`src/hw/rtl/ibsd_pkg.sv`:
```
// Package for the IL2P byte scrambler / descrambler.
// Holds the result types, LFSR seeds and the bytewise LFSR functions.
// No dependencies.
`default_nettype none

package ibsd_pkg;

	localparam logic [8:0] SEED_TX = 9'h00f;
	localparam logic [8:0] SEED_RX = 9'h1f0;
	localparam int unsigned FLUSH_BITS = 5;

	// Mode codes of the direction register
	localparam logic DIR_SCRAMBLE   = 1'b0;
	localparam logic DIR_DESCRAMBLE = 1'b1;

	typedef struct packed {
		logic [7:0] result_byte;
		logic       last_out;
	} ibsd_res_t;

	// Results of one processed item, r0 goes out first
	typedef struct packed {
		logic [1:0] count;
		ibsd_res_t  r0;
		ibsd_res_t  r1;
	} ibsd_push_t;

	typedef struct packed {
		logic [8:0] sr;
		logic [7:0] bits;
	} ibsd_step_t;

	// Eight scrambler steps, MSB of the byte first
	function automatic ibsd_step_t scramble_byte(input logic [8:0] sr_in, input logic [7:0] d);
		logic [8:0] s;
		logic [7:0] acc;
		ibsd_step_t r;
		s = sr_in;
		acc = '0;
		for (int i = 7; i >= 0; i--) begin
			acc = {acc[6:0], s[4] ^ s[0]};
			s = {d[i] ^ s[0], s[8:5], s[4] ^ s[0], s[3:1]};
		end
		r.sr = s;
		r.bits = acc;
		return r;
	endfunction

	// Five scrambler steps on zero bits, result in the low bits
	function automatic ibsd_step_t scramble_flush(input logic [8:0] sr_in);
		logic [8:0] s;
		logic [7:0] acc;
		ibsd_step_t r;
		s = sr_in;
		acc = '0;
		for (int i = 0; i < FLUSH_BITS; i++) begin
			acc = {acc[6:0], s[4] ^ s[0]};
			s = {s[0], s[8:5], s[4] ^ s[0], s[3:1]};
		end
		r.sr = s;
		r.bits = acc;
		return r;
	endfunction

	// Eight descrambler steps, MSB of the byte first
	function automatic ibsd_step_t descramble_byte(input logic [8:0] sr_in, input logic [7:0] d);
		logic [8:0] s;
		logic [7:0] acc;
		ibsd_step_t r;
		s = sr_in;
		acc = '0;
		for (int i = 7; i >= 0; i--) begin
			acc = {acc[6:0], d[i] ^ s[0]};
			s = {d[i], s[8:5], s[4] ^ d[i], s[3:1]};
		end
		r.sr = s;
		r.bits = acc;
		return r;
	endfunction

endpackage

`default_nettype wire

```
`src/hw/rtl/ibsd_core.sv`:
```
// Scrambler / descrambler state and per-byte result logic.
// Holds direction, LFSR, held bits and block-start flag; uses ibsd_pkg.
`default_nettype none

module ibsd_core
	import ibsd_pkg::*;
(
	input  wire logic       clk,
	input  wire logic       arst_n,
	input  wire logic       cfg_write,
	input  wire logic       cfg_dir,
	input  wire logic [7:0] data_s1,
	input  wire logic       last_s1,
	input  wire logic       process,
	output ibsd_push_t      push
);

	logic       direction_q;
	logic [8:0] sr_q;
	logic [2:0] held_q;
	logic       start_q;

	ibsd_step_t sc;
	ibsd_step_t fl;
	ibsd_step_t ds;
	ibsd_res_t  mid_res;
	ibsd_res_t  fin_res;

	// Bytewise LFSR results
	always_comb begin
		sc = scramble_byte(sr_q, data_s1);
		fl = scramble_flush(sc.sr);
		ds = descramble_byte(sr_q, data_s1);
	end

	// Result selection; count is that of the byte in s1, whether or not it is taken
	always_comb begin
		mid_res.result_byte = {held_q, sc.bits[7:3]};
		mid_res.last_out    = 1'b0;
		fin_res.result_byte = {sc.bits[2:0], fl.bits[4:0]};
		fin_res.last_out    = 1'b1;
		push = '0;
		if (direction_q == DIR_DESCRAMBLE) begin
			push.count          = 2'd1;
			push.r0.result_byte = ds.bits;
			push.r0.last_out    = last_s1;
		end else begin
			push.count = {1'b0, ~start_q} + {1'b0, last_s1};
			if (start_q) begin
				push.r0 = fin_res;
			end else begin
				push.r0 = mid_res;
				push.r1 = fin_res;
			end
		end
	end

	// State update on config write or processed byte
	always_ff @(posedge clk or negedge arst_n) begin
		if (!arst_n) begin
			direction_q <= DIR_SCRAMBLE;
			sr_q        <= SEED_TX;
			held_q      <= '0;
			start_q     <= 1'b1;
		end else if (cfg_write) begin
			direction_q <= cfg_dir;
			sr_q        <= (cfg_dir == DIR_DESCRAMBLE) ? SEED_RX : SEED_TX;
			held_q      <= '0;
			start_q     <= 1'b1;
		end else if (process) begin
			if (last_s1) begin
				sr_q    <= (direction_q == DIR_DESCRAMBLE) ? SEED_RX : SEED_TX;
				held_q  <= '0;
				start_q <= 1'b1;
			end else if (direction_q == DIR_DESCRAMBLE) begin
				sr_q <= ds.sr;
			end else begin
				sr_q    <= sc.sr;
				held_q  <= sc.bits[2:0];
				start_q <= 1'b0;
			end
		end
	end

	// A scrambled first byte that is not last never gives a result
	a_first_silent: assert property (@(posedge clk) disable iff (!arst_n)
		(process && direction_q == DIR_SCRAMBLE && start_q && !last_s1) |-> push.count == 2'd0)
		else $error("first byte of a block produced output");

	// Block start flag is set again after the last byte
	a_restart: assert property (@(posedge clk) disable iff (!arst_n)
		(process && last_s1 && !cfg_write) |=> start_q)
		else $error("block start not restored after last byte");

	// Descrambling always gives exactly one result per byte
	a_rx_one: assert property (@(posedge clk) disable iff (!arst_n)
		(direction_q == DIR_DESCRAMBLE) |-> push.count == 2'd1)
		else $error("descrambled byte gave other than one result");

endmodule

`default_nettype wire

```
`src/hw/rtl/ibsd_out_fifo.sv`:
```
// Two-entry result queue that takes up to two results per cycle.
// Drives the master-side stream; uses ibsd_pkg.
`default_nettype none

module ibsd_out_fifo
	import ibsd_pkg::*;
(
	input  wire logic       clk,
	input  wire logic       arst_n,
	input  wire ibsd_push_t push,
	output logic [1:0]      free,
	output logic            m_tvalid,
	input  wire logic       m_tready,
	output logic [7:0]      m_tdata,
	output logic            m_tlast
);

	ibsd_res_t  ent_q [2];
	logic       rd_ptr_q;
	logic [1:0] cnt_q;
	logic       pop;
	logic       wr0;

	assign pop      = m_tvalid && m_tready;
	assign m_tvalid = cnt_q != 2'd0;
	assign m_tdata  = ent_q[rd_ptr_q].result_byte;
	assign m_tlast  = ent_q[rd_ptr_q].last_out;
	// room includes the entry leaving with this cycle's transfer
	assign free     = 2'd2 - cnt_q + {1'b0, pop};
	assign wr0      = rd_ptr_q ^ cnt_q[0];

	// Entry storage, second result goes behind the first
	always_ff @(posedge clk) begin
		if (push.count != 2'd0) begin
			ent_q[wr0] <= push.r0;
		end
		if (push.count == 2'd2) begin
			ent_q[~wr0] <= push.r1;
		end
	end

	// Read pointer and fill count
	always_ff @(posedge clk or negedge arst_n) begin
		if (!arst_n) begin
			rd_ptr_q <= 1'b0;
			cnt_q    <= '0;
		end else begin
			rd_ptr_q <= rd_ptr_q ^ pop;
			cnt_q    <= cnt_q + push.count - {1'b0, pop};
		end
	end

	a_cnt_range: assert property (@(posedge clk) disable iff (!arst_n)
		cnt_q != 2'd3)
		else $error("result queue count out of range");

	a_no_overflow: assert property (@(posedge clk) disable iff (!arst_n)
		push.count <= free)
		else $error("result queue overflow");

	a_drain: assert property (@(posedge clk) disable iff (!arst_n)
		(cnt_q == 2'd1 && pop && push.count == 2'd0) |=> !m_tvalid)
		else $error("result queue not empty after last transfer");

endmodule

`default_nettype wire

```
`src/hw/rtl/il2p_byte_scrambler_descrambler.sv`:
```
// IL2P byte scrambler / descrambler, top level.
// Instantiates ibsd_core and ibsd_out_fifo; uses ibsd_pkg.
//
// Usage:
//   s_* : input bytes of a block, MSB first, tlast on the final byte.
//   m_* : result bytes, tlast on the final byte of the block.
//   cfg_*: one-bit direction write (0 scramble, 1 descramble); always ready.
//     A write reloads the mode's seed and starts a new block. Write only
//     while no transfer is in progress.
// Path: a taken byte is registered in s1, processed into the result queue
//   once the queue has room for its results, and offered on m_* from there.
// Throughput: one input byte per cycle while the result queue has room. A
//   scrambled block's first byte gives no result and its last byte gives two;
//   rate is set by the output transfer of one byte a cycle.
// Reset: direction is scramble, LFSR at the transmit seed, queues empty.
// Stall: when m_tready is low the two-entry result queue fills, the input
//   register holds its byte and s_tready drops; nothing is lost.
`default_nettype none

module il2p_byte_scrambler_descrambler
	import ibsd_pkg::*;
(
	input  wire logic       clk,
	input  wire logic       arst_n,
	input  wire logic       s_tvalid,
	output logic            s_tready,
	input  wire logic [7:0] s_tdata,   // [7:0] data_byte
	input  wire logic       s_tlast,   // last_in
	output logic            m_tvalid,
	input  wire logic       m_tready,
	output logic [7:0]      m_tdata,   // [7:0] result_byte
	output logic            m_tlast,   // last_out
	input  wire logic       cfg_valid,
	output logic            cfg_ready,
	input  wire logic [0:0] cfg_data   // [0] direction
);

	logic       valid_s1;
	logic [7:0] data_s1;
	logic       last_s1;
	logic       process;
	logic [1:0] need;
	logic [1:0] core_need;
	logic [1:0] free;
	ibsd_push_t probe;
	ibsd_push_t push;

	assign cfg_ready = 1'b1;

	// Byte in s1 is taken once the queue has room for all its results
	assign core_need = probe.count;
	assign need      = push.count;
	assign process   = valid_s1 && (core_need <= free);
	assign s_tready  = !valid_s1 || process;

	// Input register
	always_ff @(posedge clk or negedge arst_n) begin
		if (!arst_n) begin
			valid_s1 <= 1'b0;
		end else if (s_tready) begin
			valid_s1 <= s_tvalid;
		end
	end

	always_ff @(posedge clk) begin
		if (s_tvalid && s_tready) begin
			data_s1 <= s_tdata;
			last_s1 <= s_tlast;
		end
	end

	// Core gives the results of the byte in s1; its state moves only on process or a config write
	ibsd_core u_probe (
		.clk       (clk),
		.arst_n    (arst_n),
		.cfg_write (cfg_valid && cfg_ready),
		.cfg_dir   (cfg_data[0]),
		.data_s1   (data_s1),
		.last_s1   (last_s1),
		.process   (process),
		.push      (probe)
	);

	always_comb begin
		push = probe;
		if (!process) begin
			push.count = 2'd0;
		end
	end

	ibsd_out_fifo u_fifo (
		.clk      (clk),
		.arst_n   (arst_n),
		.push     (push),
		.free     (free),
		.m_tvalid (m_tvalid),
		.m_tready (m_tready),
		.m_tdata  (m_tdata),
		.m_tlast  (m_tlast)
	);

	a_need_match: assert property (@(posedge clk) disable iff (!arst_n)
		process |-> need == core_need)
		else $error("pushed count differs from requested count");

	a_hold_stalled: assert property (@(posedge clk) disable iff (!arst_n)
		(valid_s1 && !process) |=> (valid_s1 && $stable(data_s1) && $stable(last_s1)))
		else $error("stalled input register changed");

	a_no_push_idle: assert property (@(posedge clk) disable iff (!arst_n)
		!valid_s1 |-> push.count == 2'd0)
		else $error("results pushed without a registered byte");

endmodule

`default_nettype wire
```
`config.mk`:
```
export PLATFORM = sky130hd
export DESIGN_NAME = il2p_byte_scrambler_descrambler
export DESIGN_NICKNAME = d
export VERILOG_FILES = /design/src/hw/rtl/ibsd_pkg.sv /design/src/hw/rtl/ibsd_core.sv /design/src/hw/rtl/ibsd_out_fifo.sv /design/src/hw/rtl/il2p_byte_scrambler_descrambler.sv
export SDC_FILE = /design/constraint.sdc
export NUM_CORES = 1
export LEC_CHECK = 0
export ABC_AREA = 1
export BUFFER_PORTS_ARGS = -buffer_cell sky130_fd_sc_hd__buf_2
export CORE_MARGIN = 4
export CORE_UTILIZATION = 30
export DETAILED_ROUTE_END_ITERATION = 10
export SLEW_MARGIN = 10
export SYNTH_ARGS = -nofsm -noshare
export SYNTH_HDL_FRONTEND = slang
export SYNTH_SLANG_ARGS = --single-unit
```
`constraint.sdc`:
```
create_clock -name clk -period 3.6 [get_ports clk]
set_clock_uncertainty 0.2 [all_clocks]
set_input_delay 0.72 -clock clk [delete_from_list [all_inputs] [get_ports clk]]
set_output_delay 0.72 -clock clk [all_outputs]
set_load 0.1 [all_outputs]
```
==> summary.md, run 1 <==
| Metric | Value |
|---|---|
| Port Buffer Count | `25` |
| Mapped Cells | `369` |
| Critical Path Most Common Cell | `ha_1` |
| CP Max Fanout | `4` |
| Synth Cell Area | `2950 um^2` |
| Number of global-route vias before repair | `2381` |
| Setup violators final | `0` |
| I/O Pins | `27` |
| Slew Limit Fails | `0` |
| Min Tclk post-route | `3.36 ns` |
| # hold bufs at CTS | `0` |
| Most frequent cells in the layout | `117 x nand2_1, 42 x inv_1, 27 x edfxtp_1, 25 x nand3_1, 25 x o21ai_0` |
| Root buf cell | `clkbuf_8` |
| CTS max path bufs | `2` |
| Starting Density | `31.3%` |
| First-pass GRT wire length | `11.2 mm` |
| Routed vias | `2418` |
| Status | `completed` |
| Xor and xnor area share after synthesis | `6.79%` |
| Max H-tree Level | `2` |
| Clock Latency Late Sink | `0.30 ns` |
| Initial antenna violation count | `0` |
| Crit-path cells | `or2_2 -> nand2_1 -> ha_1 -> xor2_1 -> ha_1 -> inv_1 -> o21bai_1 -> nand3_2 -> clkbuf_4` |
| P&R area growth vs syn | `12.2%` |
| # DRC | `0` |
| Post-Syn Area per Cell | `7.99 um^2` |
| Max incr delay on CP | `0.47 ns` |
| Unrepaired setup endpoints after global routing | `false` |
| Sink Count | `45` |
| Fraction of layout cells with a size suffix above 1 | `18.5%` |
| CP required | `2.68 ns` |
| Commonest non-fill, non-tap cell in the layout | `nand2_1` |
| Kind of end point of the critical path | `primary output` |
| Crit path kind | `register to primary output` |
| Main combinational cell family by area after synthesis | `simple AND/OR/NAND/NOR gates` |
| Post-Synth Simple-Gate Area | `28.1%` |
| Worst Hold Class | `primary input to async pin` |
| Cell variety after synth | `35` |
| Clk pin slew, worst setup/hold paths | `0.09 ns` |
| Clock buffer count from CTS | `5` |
| FP Rows | `35` |
| # diodes | `0` |
| Mapped Nets | `390` |
| Sequential share of the synthesized area | `43.0%` |
| Synth Register Bits | `45` |
| Post-synthesis adder-cell area fraction | `2.55%` |
| Crit path DAT | `2.44 ns` |
| Mux share of post-synthesis cell area | `0%` |
| Drt total wl | `6.48 mm` |
| Final net count | `419` |
| Gp weighted congestion | `0.864` |
| Die ar. | `11500 um^2` |
| Critical path's slowest cell | `dfrtp_1` |
| Ys Warns | `0` |
| Crit share post-route | `93.3%` |
| Largest net degree at the start of global routing | `19` |
| DRT iter0 DRCs | `125` |
| DR WL/cell | `12.3 um` |
| Die height | `107 um` |
| Max-Cap Viols | `0` |
| Synth Area in Compound Gates | `11.3%` |
| Routed Antenna Nets | `0` |
| Max Clk Rate | `298 MHz` |
| Die Width | `107 um` |
| Grt ovf | `0` |
| Core ar. | `9420 um^2` |
| Final TNS setup | `0 ns` |
| Initial DRT Pass Iterations | `4` |
| Total global-route track usage | `12.0%` |
| Routed vias/inst | `4.58` |
| Startpoint Class | `register` |
| Final hold vios | `0` |
| TritonCTS clock tree | `done` |
| Post-DP HPWL | `5.21 mm` |
==> registers in the layout, summed over array words and instances, names as in the netlist <==
register and cells:
data_s1 8, last_s1 1, u_fifo.cnt_q 2, u_fifo.ent_q 18, u_fifo.rd_ptr_q 1, u_probe.direction_q 1, u_probe.held_q 3, u_probe.sr_q 9
u_probe.start_q 1, valid_s1 1
==> critical path, delay by kind of cell (launching register included) <==
| family | cells | cell delay (ns) |
|---|---|---|
| AO/OA/AOI/OAI | 1 | 0.20 |
| XOR/XNOR | 1 | 0.08 |
| adder cells (fa/ha/maj) | 2 | 0.47 |
| buffers and inverters | 2 | 0.34 |
| flip-flops | 1 | 0.47 |
| AND/OR/NAND/NOR | 3 | 0.57 |
==> kinds of logic after synthesis <==
kind of cell | after synthesis
adders and majority gates | 6
buffers and inverters | 59
DFF | 45
other | 1
AOI/OAI and AO/OA | 59
xor gates and xnor gates | 19
and+or+nand+nor | 180
==> stage by stage <==
step | instance area (um^2) | util (%) | hold WS, ns | instances | setup slack (ns)
after global placement | 3220 | 34.2 | 0.305 | 520 | 0.476
after global routing | 3310 | 35.1 | 0.174 | 528 | 0.0806
after floorplan | 2950 | - | 0.224 | 369 | 0.0701
after detailed placement | 3220 | 34.2 | 0.317 | 520 | 0.460
after CTS | 3300 | 35.1 | 0.158 | 528 | 0.146
final | 3310 | 35.1 | 0.142 | 528 | 0.242
==> area by class of cell <==
cell class	instances	area [um^2]
multi-input cells	265	1450
clock inverters	3	12.5
repair buffers	28	150
inverters	53	201
clock buffers	5	68.8
flip-flops and latches	45	1270
well taps	129	161
fillers	989	6110
==> synthesized netlist by cell type (all sizes together) <==
library cell | instances | area [um^2]
or2 | 1 | 6.26
conb | 1 | 3.75
nand3 | 30 | 178
xor2 | 11 | 111
nor2 | 18 | 115
a21oi | 7 | 35.0
o211ai | 1 | 7.51
and2 | 4 | 27.5
clkinv | 2 | 7.51
inv | 51 | 194
edfxtp | 27 | 811
a21o | 1 | 7.51
buf | 6 | 38.8
ha | 6 | 75.1
xnor2 | 8 | 88.8
o21ai | 31 | 155
dfstp | 5 | 131
nand2 | 127 | 502
o21bai | 7 | 52.6
o22ai | 12 | 75.1
dfrtp | 13 | 325
==> metal layers <==
metal	vias up	GRT usage (%)	share of wire (%)
met1	1084	16.1	48
met5	-	0	0
met3	10	2.77	6.1
li1	1255	-	-
met2	69	19.6	45
met4	0	2.92	0.97
==> what timing repair did <==
| item | in CTS | in global routing |
|---|---|---|
| endpoints found under the setup margin | 0 | 1 |
| endpoints found under the hold margin | 0 | 0 |
| gates resized for setup | 0 | 1 |
| setup buffers | 0 | 0 |
==> final timing paths <==
check                                  start           endpoint  slack (ns)  depth (start not counted)
hold reg to reg            u_probe.held_q[1]  u_probe.held_q[1]        0.34                          2
setup reg to reg             u_fifo.cnt_q[0]  u_probe.held_q[1]        0.58                         13
min in group clk           u_probe.held_q[1]  u_probe.held_q[1]        0.34                          2
max in group asynchronous             arst_n    u_probe.sr_q[0]        2.72                          1
hold / removal                        arst_n    u_fifo.rd_ptr_q        0.14                          1
setup / recovery             u_fifo.cnt_q[0]           s_tready        0.24                          9
Power of run 1 is left out: the tool's default activity adds up to more than one toggle a clock period on the data nets, which glitch-free logic cannot reach.
==> inputs of run 2 (changes only) <==
--- a/config.mk
+++ b/config.mk
@@ -7,9 +7,12 @@
 export LEC_CHECK = 0
 export ABC_AREA = 1
 export BUFFER_PORTS_ARGS = -buffer_cell sky130_fd_sc_hd__buf_2
+export CELL_PAD_IN_SITES_DETAIL_PLACEMENT = 1
+export CELL_PAD_IN_SITES_GLOBAL_PLACEMENT = 1
 export CORE_MARGIN = 4
 export CORE_UTILIZATION = 30
 export DETAILED_ROUTE_END_ITERATION = 10
+export PLACE_DENSITY_LB_ADDON = 0.1
 export SLEW_MARGIN = 10
 export SYNTH_ARGS = -nofsm -noshare
 export SYNTH_HDL_FRONTEND = slang
==> run 2 against run 1 <==
  * Count of clock-buffer cells in the layout rose by 3
  * Fmax rose by 0.69%
  * Design area rose by 0.19%
  * Register-to-register slack got worse by 0.04 ns
  * Die area did not move
  * Highest routed layer unchanged
==> summary.md, run 2 (synthesis results as in run 1) <==
| Metric | Value |
|---|---|
| Worst Hold Class | `primary input to async pin` |
| Gp weighted congestion | `0.864 (about the same)` |
| Worst Hold Margin | `0.163 ns (+0.0210 ns)` |
| Fraction of layout cells with a size suffix above 1 | `18.5% (-0.046 points)` |
| Starting Density | `31.3% (unchanged)` |
| Crit path DAT | `2.41 ns (-0.03 ns)` |
| CP bufs+invs | `2 (unchanged)` |
| Grt ovf | `0 (unchanged)` |
| Setup violators final | `0 (unchanged)` |
| Initial antenna violation count | `0 (unchanged)` |
| Critical Path Most Common Cell | `ha_1` |
| Worst path top cell family by delay | `simple AND/OR/NAND/NOR gates` |
| Sink Count | `45 (unchanged)` |
| Critical path's slowest cell | `dfrtp_1` |
| Die ar. | `11500 um^2 (unchanged)` |
| Port Buffer Count | `25 (unchanged)` |
| Initial DRT Pass Iterations | `4 (unchanged)` |
| Status | `completed` |
| Post-DP HPWL | `6.30 mm (+21%)` |
| Top flop regs | `u_fifo.ent_q: 18 flops, u_probe.sr_q: 9 flops, data_s1: 8 flops` |
| Die Width | `107 um (unchanged)` |
| Clock buffer count from CTS | `5 (unchanged)` |
| Largest net degree at the start of global routing | `19 (unchanged)` |
| Final net count | `420 (+0.24%)` |
| CP endpoint | `s_tready` |
| Critical R2R Capture | `u_probe.held_q[0]` |
| CP required | `2.68 ns (about the same)` |
| DRT iter0 DRCs | `115 (-8.0%)` |
| Unrepaired setup endpoints after global routing | `false` |
| Most frequent cells in the layout | `117 x nand2_1, 42 x inv_1, 27 x edfxtp_1, 25 x nand3_1, 25 x o21ai_0` |
| Max-Cap Viols | `0 (unchanged)` |
| Clock Latency Late Sink | `0.30 ns (about the same)` |
| Max incr delay on CP | `0.47 ns (about the same)` |
| Clk pin slew, worst setup/hold paths | `0.08 ns (about the same)` |
| CP Max Fanout | `4 (unchanged)` |
| Drt total wl | `7.70 mm (+19%)` |
| Routed vias | `2444 (+1.1%)` |
| # diodes | `0 (unchanged)` |
| Largest reg by FF count | `u_fifo.ent_q` |
| Commonest non-fill, non-tap cell in the layout | `nand2_1` |
| Area of the multi-input gates | `1450 um^2 (unchanged)` |
| Crit share post-route | `92.6% (-0.64 points)` |
| Filler cell count | `1159 (+17%)` |
| Largest register FFs | `18 (unchanged)` |
| Min Tclk post-route | `3.33 ns (-0.0231 ns)` |
| TritonCTS clock tree | `done` |
| I/O Pins | `27 (unchanged)` |
| Crit path depth | `9 (unchanged)` |
| Register Area | `1270 um^2 (unchanged)` |
| Final hold vios | `0 (unchanged)` |
| Design area | `3310 um^2 (+0.19%)` |
| Max H-tree Level | `2 (unchanged)` |
| Startpoint Class | `register` |
| Slew Limit Fails | `0 (unchanged)` |
| Post-CTS Setup Bufs | `0 (unchanged)` |
| FP Rows | `35 (unchanged)` |
| Worst setup path startpoint | `u_fifo.cnt_q[0]` |
| Routed vias/inst | `4.62 (+0.88%)` |
| Max Clk Rate | `300 MHz (+0.69%)` |
| Number of global-route vias before repair | `2545 (+6.9%)` |
| Final TNS setup | `0 ns (unchanged)` |
| Crit-path cells | `or2_2 -> nand2_1 -> ha_1 -> xor2_1 -> ha_1 -> inv_1 -> o21bai_1 -> nand3_2 -> clkbuf_4` |
| Area post-placement | `3230 um^2 (+0.23%)` |
| P&R area growth vs syn | `12.4%` |
| DR WL/cell | `14.6 um (+19%)` |
| Routed Antenna Nets | `0 (unchanged)` |
| Register-to-register setup slack | `0.54 ns (-0.04 ns)` |
| Slew @ Worst Pin | `0.522 ns` |
| Die height | `107 um (unchanged)` |
| Worst rel slew slack | `65.2%` |
| Root buf cell | `clkbuf_8` |
| First-pass GRT wire length | `13.3 mm (+19%)` |
| Kind of end point of the critical path | `primary output` |
| Core ar. | `9420 um^2 (unchanged)` |
| Worst r2r src | `u_fifo.cnt_q[0]` |
| # DRC | `0 (unchanged)` |
| CTS max path bufs | `2 (unchanged)` |
| Total global-route track usage | `14.5% (+2.5 points)` |
| Reg2Reg Depth | `13 (unchanged)` |
| Crit path kind | `register to primary output` |
-- run 2: changes by cell type in the layout (fill, tap and decap cells not counted) --
cell	delta
clkbuf_1	+3
buf_4	+1
clkinv_1	-2
clkinv_2	-1
-- run 2: cell type report --
cell class | instances | area share [%]
Clock buffer | 8 | 2.42
Sequential cell | 45 | 38.3
Timing Repair Buffer | 29 | 4.76
Inverter | 53 | 6.08
Tap cell | 129 | 4.87
Multi-Input combinational cell | 265 | 43.6
-- run 2: how the worst min path moves through the flow --
stage                 startpoint                 to  slack [ns]
2_1_floorplan             arst_n    u_fifo.cnt_q[0]        0.22
5_1_grt                   arst_n    u_probe.sr_q[7]        0.18
4_1_cts                   arst_n    u_probe.sr_q[6]        0.17
6_report                  arst_n    u_probe.sr_q[7]        0.16
3_3_place_gp   u_probe.held_q[1]  u_probe.held_q[1]        0.30
3_5_place_dp   u_probe.held_q[2]  u_probe.held_q[2]        0.31
-- run 2: per-layer routing --
layer / GRT usage [%] / up-vias / wire, um
met2: 25.0 / 36 / 3670
met4: 3.01 / 0 / 71
li1: - / 1248 / -
met1: 19.4 / 1152 / 3710
met5: 0 / - / 0
met3: 1.99 / 8 / 238
-- run 2: metrics by stage --
| stage | util (%) | setup WS [ns] | std cells |
|---|---|---|---|
| floorplan | - | 0.0701 | 369 |
| detailed placement | 34.3 | 0.461 | 521 |
| finish | 35.2 | 0.265 | 529 |
| global route | 35.2 | 0.0382 | 529 |
| CTS | 35.2 | 0.125 | 529 |
| global placement | 34.3 | 0.479 | 521 |
-- run 2: what timing repair did --
item                                    in CTS  in global routing
endpoints found under the setup margin       0                  1
hold buffers                                 0                  0
resized for setup                            0                  1
Power of run 2 is left out for the same reason.
==> inputs of run 3 (changes only) <==
--- a/config.mk
+++ b/config.mk
@@ -16,4 +16,5 @@
 export SLEW_MARGIN = 10
 export SYNTH_ARGS = -nofsm -noshare
 export SYNTH_HDL_FRONTEND = slang
+export SYNTH_HIERARCHICAL = 1
 export SYNTH_SLANG_ARGS = --single-unit
==> run 3 against run 2 <==
  * Sequential cell count stayed put
  * Design area is 6.3% higher
  * Wire length is 8.3% higher
  * Non-clock buffer count stayed put
  * Critical endpoint unchanged
==> summary.md, run 3 <==
| Metric | Value |
|---|---|
| Max-Cap Viols | `0 (unchanged)` |
| Root buf cell | `clkbuf_8` |
| Final TNS setup | `0 ns (unchanged)` |
| Count leader, synth | `nand2_1` |
| First-pass GRT wire length | `14.0 mm (+5.4%)` |
| Placed cells | `585 (+12%)` |
| Crit path depth | `10 (+1)` |
| Worst slack at placement | `0.389 ns (-0.0725 ns)` |
| Worst Hold Margin | `0.178 ns (+0.0149 ns)` |
| Slew @ Worst Pin | `0.552 ns (+0.0302 ns)` |
| Synth Cell Area | `3210 um^2 (+9.0%)` |
| Number of global-route vias before repair | `2653 (+4.2%)` |
| Post-Syn Area per Cell | `7.40 um^2 (-7.4%)` |
| Initial DRT Pass Iterations | `4 (unchanged)` |
| M3 GR Usage | `2.01% (+0.024 points)` |
| Most frequent cells in the layout | `167 x nand2_1, 42 x inv_1, 39 x nand3_1, 27 x edfxtp_1, 25 x buf_2` |
| Sink Count | `45 (unchanged)` |
| Post-route setup slack | `0.205 ns (-0.0608 ns)` |
| Core ar. | `10400 um^2 (+10%)` |
| Max Clk Rate | `295 MHz (-1.8%)` |
| Initial antenna violation count | `0 (unchanged)` |
| P&R area growth vs syn | `9.70%` |
| # DRC | `0 (unchanged)` |
| Largest register FFs | `18 (unchanged)` |
| Sequential share of the synthesized area | `39.5% (-3.5 points)` |
| DR WL/cell | `14.1 um (-3.4%)` |
| Cell variety after synth | `36 (+2.9%)` |
| Grt ovf | `0 (unchanged)` |
| Fraction of layout cells with a size suffix above 1 | `18.6% (+0.10 points)` |
| Final net count | `477 (+14%)` |
| Setup violators final | `0 (unchanged)` |
| Post-synth top cells | `167 x nand2_1, 42 x inv_1, 39 x nand3_1` |
| Total global-route track usage | `13.9% (-0.65 points)` |
| Worst rel slew slack | `62.8% (-2.4 points)` |
| Worst r2r src | `u_fifo/cnt_q[1]` |
| Asr flop ratio synth | `40.0% (unchanged)` |
| Synth top area cells | `edfxtp_1 25%, nand2_1 20%, dfrtp_1 10%` |
| Clk pin slew, worst setup/hold paths | `0.09 ns (about the same)` |
| Routed Antenna Nets | `0 (unchanged)` |
| DRT iter0 DRCs | `100 (-13%)` |
| CTS max path bufs | `2 (unchanged)` |
| FP Rows | `37 (+5.7%)` |
| CP required | `2.68 ns (about the same)` |
| Commonest non-fill, non-tap cell in the layout | `nand2_1` |
| Critical R2R Capture | `u_fifo/ent_q[1][1]` |
| Met2 Usage GRT | `23.8% (-1.1 points)` |
| Post-DP HPWL | `6.82 mm (+8.2%)` |
| Mapped Nets | `455 (+17%)` |
| GR peak layer | `met2` |
| Crit share post-route | `94.3% (+1.7 points)` |
| Worst Hold Class | `primary input to async pin` |
| Post_cts resized | `0 (unchanged)` |
| Non-filler cells in the finished layout | `593 (+12%)` |
| Ys flop type | `edfxtp_1` |
| Slew Limit Fails | `0 (unchanged)` |
| # hold bufs at CTS | `0 (unchanged)` |
| Max incr delay on CP | `0.45 ns (-0.02 ns)` |
| Starting Density | `31.0% (-0.34 points)` |
| Port Buffer Count | `25 (unchanged)` |
| Crit path kind | `register to primary output` |
| Reg2Reg Depth | `16 (+3)` |
| Clock Latency Late Sink | `0.30 ns (about the same)` |
| Crit path DAT | `2.48 ns (+0.07 ns)` |
| # diodes | `0 (unchanged)` |
| Die height | `111 um (+4.1%)` |
| Largest reg by FF count | `u_fifo/ent_q` |
| I/O Pins | `27 (unchanged)` |
| Synth top area share | `25.2% (-2.3 points)` |
| CP bufs+invs | `2 (unchanged)` |
| Status | `completed` |
| Post-synth top area cell | `edfxtp_1` |
| Gp weighted congestion | `0.766 (-11%)` |
| Final hold vios | `0 (unchanged)` |
| Mapped Cells | `434 (+18%)` |
| Post-CTS Setup Bufs | `0 (unchanged)` |
| Startpoint Class | `register` |
| Register-to-register setup slack | `0.51 ns (-0.03 ns)` |
| Ys Warns | `6 (+6)` |
| Post-synth EDFFs | `27 (unchanged)` |
| Crit-path cells | `or2_2 -> nand2_1 -> ha_1 -> xnor2_1 -> inv_1 -> ha_1 -> nand2_1 -> nand2_2 -> nand3_2 -> buf_2` |
| Unrepaired setup endpoints after global routing | `false` |
| Die Width | `111 um (+4.1%)` |
| Critical path's slowest cell | `dfrtp_1` |
| Routed vias/inst | `4.55 (-1.4%)` |
| Largest net degree at the start of global routing | `19 (unchanged)` |
| Synth Register Bits | `45 (unchanged)` |
| Kind of end point of the critical path | `primary output` |
| CP Max Fanout | `5 (+1)` |
| Routed vias | `2701 (+11%)` |
| Drt total wl | `8.34 mm (+8.3%)` |
| Worst path top cell family by delay | `simple AND/OR/NAND/NOR gates` |
| Met1 Track Usage GR | `18.6% (-0.84 points)` |
| Die ar. | `12400 um^2 (+8.3%)` |
| Clock buffer count from CTS | `5 (unchanged)` |
| TritonCTS clock tree | `done` |
| Max H-tree Level | `2 (unchanged)` |
| Top flop regs | `u_fifo/ent_q: 18 flops, u_probe/sr_q: 9 flops, data_s1: 8 flops` |
| Min Tclk post-route | `3.40 ns (+0.0608 ns)` |
[run 3: cell types whose count changed after synthesis, sizes merged, moves of 2 or more]
cell,before,now
or2,1,4
o221ai,0,2
o21ai,31,19
nand3,30,46
clkinv,2,0
and2,4,0
xor2,11,7
o22ai,12,6
o21bai,7,0
nand2,127,185
nor2,18,25
buf,6,13
a21oi,7,10
[run 3: through the flow]
step	instance area, um^2	utilization, %
2_1_floorplan	3210	-
3_3_place_gp	3420	33.0
3_5_place_dp	3420	33.0
4_1_cts	3520	34.0
5_1_grt	3520	34.0
6_report	3520	34.0
[run 3: routing by layer]
layer  up-vias  wire length [um]
met4         0                91
met3         7               236
met2        34              4030
li1       1422                 -
met1      1238              3980
met5         -                 0
[run 3: cell type report]
type | instances | area (um^2)
clock buffer | 7 | 96.3
timing repair buffer | 29 | 155
fill | 1337 | 6850
clock inverter | 1 | 5.00
multi-input combinational | 324 | 1640
sequential | 45 | 1270
tap | 136 | 170
inverter | 51 | 191
[run 3: how the worst max path moves through the flow]
stage	to	from
final	s_tready	u_fifo/cnt_q[1]
after global routing	s_tready	u_fifo/cnt_q[1]
after CTS	s_tready	u_fifo/cnt_q[1]
after detailed placement	u_fifo/ent_q[0][2]	m_tready
after global placement	u_fifo/ent_q[0][2]	m_tready
after floorplan	u_fifo/ent_q[1][0]	u_fifo/cnt_q[1]
[run 3: cell families (layout without fill, tap and decap cells)]
family / after synthesis / count (layout) / share of synthesized area (%)
AO/OA/AOI/OAI: 41 / 41 / 7.29
XOR/XNOR: 16 / 16 / 4.60
adder cells (fa/ha/maj): 6 / 6 / 2.34
buffers and inverters: 65 / 88 / 9.54
flip-flops: 45 / 45 / 39.5
other: 1 / 1 / 0.117
AND/OR/NAND/NOR: 260 / 260 / 36.7
Power of run 3 is left out for the same reason.
